**config.mk**
```make
export PLATFORM = sky130hd
export DESIGN_NAME = dedf_divider
export DESIGN_NICKNAME = d
export VERILOG_FILES = /design/src/hdl/dedf_pkg.sv /design/src/hdl/dedf_divider.sv
export SDC_FILE = /design/constraint.sdc
export NUM_CORES = 1
export LEC_CHECK = 0
export ABC_AREA = 1
export CAP_MARGIN = 40
export CORE_AREA = 2 2 156 158
export DETAILED_ROUTE_END_ITERATION = 12
export DIE_AREA = 0 0 158 160
export DONT_BUFFER_PORTS = 1
export PLACE_DENSITY = 0.48
export RECOVER_POWER = 25
export REMOVE_ABC_BUFFERS = 1
export SLEW_MARGIN = 10
export SYNTH_ARGS = -nofsm -noshare
export SYNTH_HDL_FRONTEND = slang
export SYNTH_SLANG_ARGS = --single-unit
export TNS_END_PERCENT = 1
```
**constraint.sdc**
```tcl
create_clock -name clock -period 2.58 [get_ports clock]
set_input_delay 0.516 -clock clock [delete_from_list [all_inputs] [get_ports clock]]
set_output_delay 0.516 -clock clock [all_outputs]
set_load 0.01 [all_outputs]
```
**src/hdl/dedf_pkg.sv**
```systemverilog
// Shared constants and types for the depth edge darkening filter.
package dedf_pkg;

   localparam int MAX_HEIGHT = 4096;
   localparam int DEF_MAX_WIDTH = 2048;
   localparam int DEF_FRAC_BITS = 16;
   localparam int Q16_ONE = 65536;

   localparam int CSR_IDX_W = 3;
   localparam int CSR_DATA_W = 17;

   typedef enum logic [CSR_IDX_W-1:0] {
      CSR_EDGES_ENABLED = 3'd0,
      CSR_FRAME_WIDTH   = 3'd1,
      CSR_FRAME_HEIGHT  = 3'd2,
      CSR_REL_THRESHOLD = 3'd3,
      CSR_DARKEN_AMOUNT = 3'd4
   } csr_index_type;

   // depth line store entry: background flag above the Q16.16 depth
   typedef struct packed {
      logic        bg;
      logic [31:0] depth;
   } depth_entry_type;

   typedef struct packed {
      logic [7:0] red;
      logic [7:0] green;
      logic [7:0] blue;
   } color_type;

endpackage

```
**src/hdl/dedf_divider.sv**
```systemverilog
// Restoring divider, one quotient bit per cycle.
module dedf_divider
   import dedf_pkg::*;
#(
   parameter int NUM_W = 34
) (
   input  logic             clock,
   input  logic             reset,
   input  logic             start,
   input  logic [NUM_W-1:0] numer,
   input  logic [31:0]      denom,
   output logic             done,
   output logic [NUM_W-1:0] quotient
);

   localparam int CNT_W = $clog2(NUM_W + 1);

   logic [NUM_W-1:0] quo_ff;
   logic [32:0]      rem_ff;
   logic [31:0]      den_ff;
   logic [CNT_W-1:0] cnt_ff;
   logic             busy_ff, done_ff;
   logic [32:0]      trial;

   assign trial = {rem_ff[31:0], quo_ff[NUM_W-1]};

   always_ff @(posedge clock) begin
      if (reset) begin
         busy_ff <= 1'b0;
         done_ff <= 1'b0;
         cnt_ff  <= '0;
      end else begin
         done_ff <= 1'b0;
         if (start) begin
            busy_ff <= 1'b1;
            cnt_ff  <= CNT_W'(NUM_W);
         end else if (busy_ff) begin
            cnt_ff <= cnt_ff - 1'b1;
            if (cnt_ff == CNT_W'(1)) begin
               busy_ff <= 1'b0;
               done_ff <= 1'b1;
            end
         end
      end
   end

   always_ff @(posedge clock) begin
      if (start) begin
         quo_ff <= numer;
         rem_ff <= '0;
         den_ff <= denom;
      end else if (busy_ff) begin
         // shift one numerator bit into the remainder, subtract if it fits
         if (trial >= {1'b0, den_ff}) begin
            rem_ff <= trial - {1'b0, den_ff};
            quo_ff <= {quo_ff[NUM_W-2:0], 1'b1};
         end else begin
            rem_ff <= trial;
            quo_ff <= {quo_ff[NUM_W-2:0], 1'b0};
         end
      end
   end

   assign done = done_ff;
   assign quotient = quo_ff;

endmodule
```
==> out/qor.txt <==
Final GP Congestion - 0.9281
CTS Buf Count - 9
Worst slew margin - 59.83%
Vias - 5942
most used cell, CP - nand2_1
Slew Limit Fails - 0
routed wire length - 18990 um
Clk Latency, worst-skew pair - 370 ps
sequential area share after synthesis - 39.69%
FF-to-FF path depth - 15
Mapped Cells - 1010
Required @ worst endpoint - 2840 ps
number of setup violations in the final report - 0
DRT iter0 DRCs - 335
Top FF cell, synth - edfxtp_1
Die X - 158 um
TritonCTS clock tree - yes
Inst Count DP - 1325
Crit path max-delay family - simple AND/OR/NAND/NOR gates
largest net degree at the start of global routing - 69
type of origin of the critical path - register
setup bufs post-CTS - 0
hpwl dp - 14470 um
Post-route DRC - 0
# rows - 57
Worst Hold End - busy_ff$_SDFF_PP0_
DIE AREA - 0.02528 sq mm
Yosys top cell area share - 28.27%
crit path capture type - register
port buffer count - 0
Worst Hold Depth - 1
Bufs and invs on worst path - 2
cell chain of the critical path - inv_1, ha_1, fa_1, inv_1, nand3_1, nand3_2, nand2_1, nand2_2, nand2_1, nand2_1, nand2_1, nand3_1, nand3_2, nand2_1, nand2_1
RSZ-0062 raised after global routing - false
Hold Path Origin - reset
Warnings, synthesis - 0
commonest cells in the netlist - 419 x nand2_1, 186 x inv_1, 73 x nand3_1, 66 x edfxtp_1, 43 x nor2_1
cell area after synthesis - 0.007012 sq mm
status - finished, final reports clean
I/O pin count - 104
main area contributors after synthesis - edfxtp_1 28%, nand2_1 22%, dfxtp_1 11%, inv_1 10%, ha_1 6.1%
area grow syn2layout - 10.33%
Post-synth EDFFs - 66
ANT cells - 0
GRT Total Usage - 15.40%
Final Hold Vio Count - 0
Final Core Density - 32.48%
minimum clock period - 2402 ps
slowest CP cell - fa_1
Die Y - 160 um
starting density of the core - 29.44%
vias per cell - 4.431
root buffer cell - clkbuf_16
period utilization - 93.10%
reg2reg setup slack - 180 ps
Sink Count - 106
Fin Clk Skew - 15.38 ps
initial antenna violation count - 2
Worst Path Arrival - 2660 ps
fmax - 0.4163 GHz
slowest stage delay, CP - 430 ps
grt ovf - 0
Distinct cells, synth - 39
Least-Margin Pin Slew - 602.5 ps
1st-pass router iterations - 4
Syn Area/Cell - 6.942 sq um
min-delay worst type - in -> reg
H-tree Lvls - 3
Max clock buf depth - 2
vias in the first global route - 5787
Final ANT Viol Nets - 0
Crit Reg-Reg Endpoint - rem_ff[30]$_SDFFE_PP0P_
Yosys top cell by area - edfxtp_1
share of cells above drive strength 1 - 6.490%
clk slew on worst S/H paths - 90 ps
P_leak - 0.003996 uW
Async SR Flop Fraction - 0%
routed wire length per instance - 14.16 um
max cap viols - 0
critical path peak fanout - 5
setup TNS - 0 ps
nets - 1116
top-count cell post-synth - nand2_1
Core ar. - 0.02382 sq mm
worst r2r src - quotient[33]$_DFFE_PP_
critical path class - reg -> reg
Cell Count, Final, Fillers Out - 1341
worst vdd ir - 0.2933 mV
first-pass GRT wire length - 30580 um
PD cells - 505.5 mW/mm^2
Synth Register Bits - 106
==> layout make-up <==
cell class / instances / area, sq um
inverters: 188 / 705.7
repair buffers: 14 / 117.6
well taps: 324 / 405.4
clock buffers: 9 / 225.2
flip-flops and latches: 106 / 2783
clock inverters: 7 / 96.34
fillers: 2654 / 16080
multi-input cells: 693 / 3403
==> routing by layer <==
| metal | global-route usage, % | vias to the layer above | share of wire, % |
|---|---|---|---|
| li1 | - | 3124 | - |
| met1 | 20.02 | 2677 | 47 |
| met2 | 25.77 | 118 | 47 |
| met3 | 3.853 | 21 | 5.1 |
| met4 | 3.317 | 2 | 1.3 |
| met5 | 0 | - | 0.068 |
==> cell families after synthesis <==
family,synth area share [%]
buffers and inverters,11.92
flip-flops,39.69
AO/OA/AOI/OAI,3.551
XOR/XNOR,1.749
adder cells (fa/ha/maj),6.353
AND/OR/NAND/NOR,36.74
==> flip-flops by register name, summed over array words and instances, names as in the netlist <==
register	flops
busy_ff	1
cnt_ff	6
den_ff	32
done	1
quotient	34
rem_ff	32
==> repair_timing <==
item                                   4_1_cts  5_1_grt
resized for setup                            0        2
endpoints found under the hold margin        0        0
setup endpoints to repair                    0        4
hold buffers                                 0        0
==> placed cells by master, fill, tap and decap left out, drive strengths merged <==
cell type | netlist | routed
nand4 | 8 | 8
xor2 | 1 | 1
and2 | 4 | 4
a31oi | 1 | 1
fa | 1 | 1
nand3 | 82 | 82
o21bai | 3 | 3
a221oi | 1 | 1
dfxtp | 40 | 40
o21ai | 16 | 16
nand3b | 14 | 14
o21a | 2 | 2
edfxtp | 66 | 66
clkinv | 0 | 3
and3 | 1 | 1
clkbuf | 12 | 9
xnor2 | 13 | 13
a211oi | 1 | 1
a21oi | 21 | 21
nor4 | 1 | 1
inv | 188 | 192
buf | 11 | 14
nor3 | 6 | 6
nor2 | 51 | 51
nor3b | 2 | 2
nand2 | 430 | 430
ha | 34 | 34
==> stage by stage <==
stage / power [uW] / setup WS (ps) / hold slack (ps) / cell area [sq um]
2_1_floorplan: 2327 / 75.82 / 443.6 / 6882
3_3_place_gp: 2452 / 48.78 / 458.7 / 7407
3_5_place_dp: 2454 / 66.17 / 461.2 / 7407
4_1_cts: 3985 / 29.12 / 213.2 / 7729
5_1_grt: 4104 / 23.63 / 213.0 / 7736
6_report: 3911 / 178.1 / 230.0 / 7736
==> worst register-to-register path: cells and delay by family, from the launching register on <==
family        cells  cell delay (ps)
simple gates     11             1020
buf+inv           2              200
flops             1              410
fa+ha+maj         2              660
==> worst max path at each step <==
stage | from | to | depth (start not counted)
after floorplan | start | quotient[0]$_DFFE_PP_ | 2
after global placement | quotient[33]$_DFFE_PP_ | rem_ff[30]$_SDFFE_PP0P_ | 15
after detailed placement | quotient[33]$_DFFE_PP_ | rem_ff[30]$_SDFFE_PP0P_ | 15
after CTS | quotient[33]$_DFFE_PP_ | rem_ff[30]$_SDFFE_PP0P_ | 15
after global routing | quotient[33]$_DFFE_PP_ | rem_ff[30]$_SDFFE_PP0P_ | 15
final | quotient[33]$_DFFE_PP_ | rem_ff[30]$_SDFFE_PP0P_ | 15
==> where the power goes <==
part / internal [uW] / switching, uW / total [uW]
clock network: 713 / 790 / 1500
registers: 1930 / 85.9 / 2010
logic: 128 / 267 / 396
total: 2770 / 1140 / 3910
Note: power is estimated with default switching activity, not from simulation.
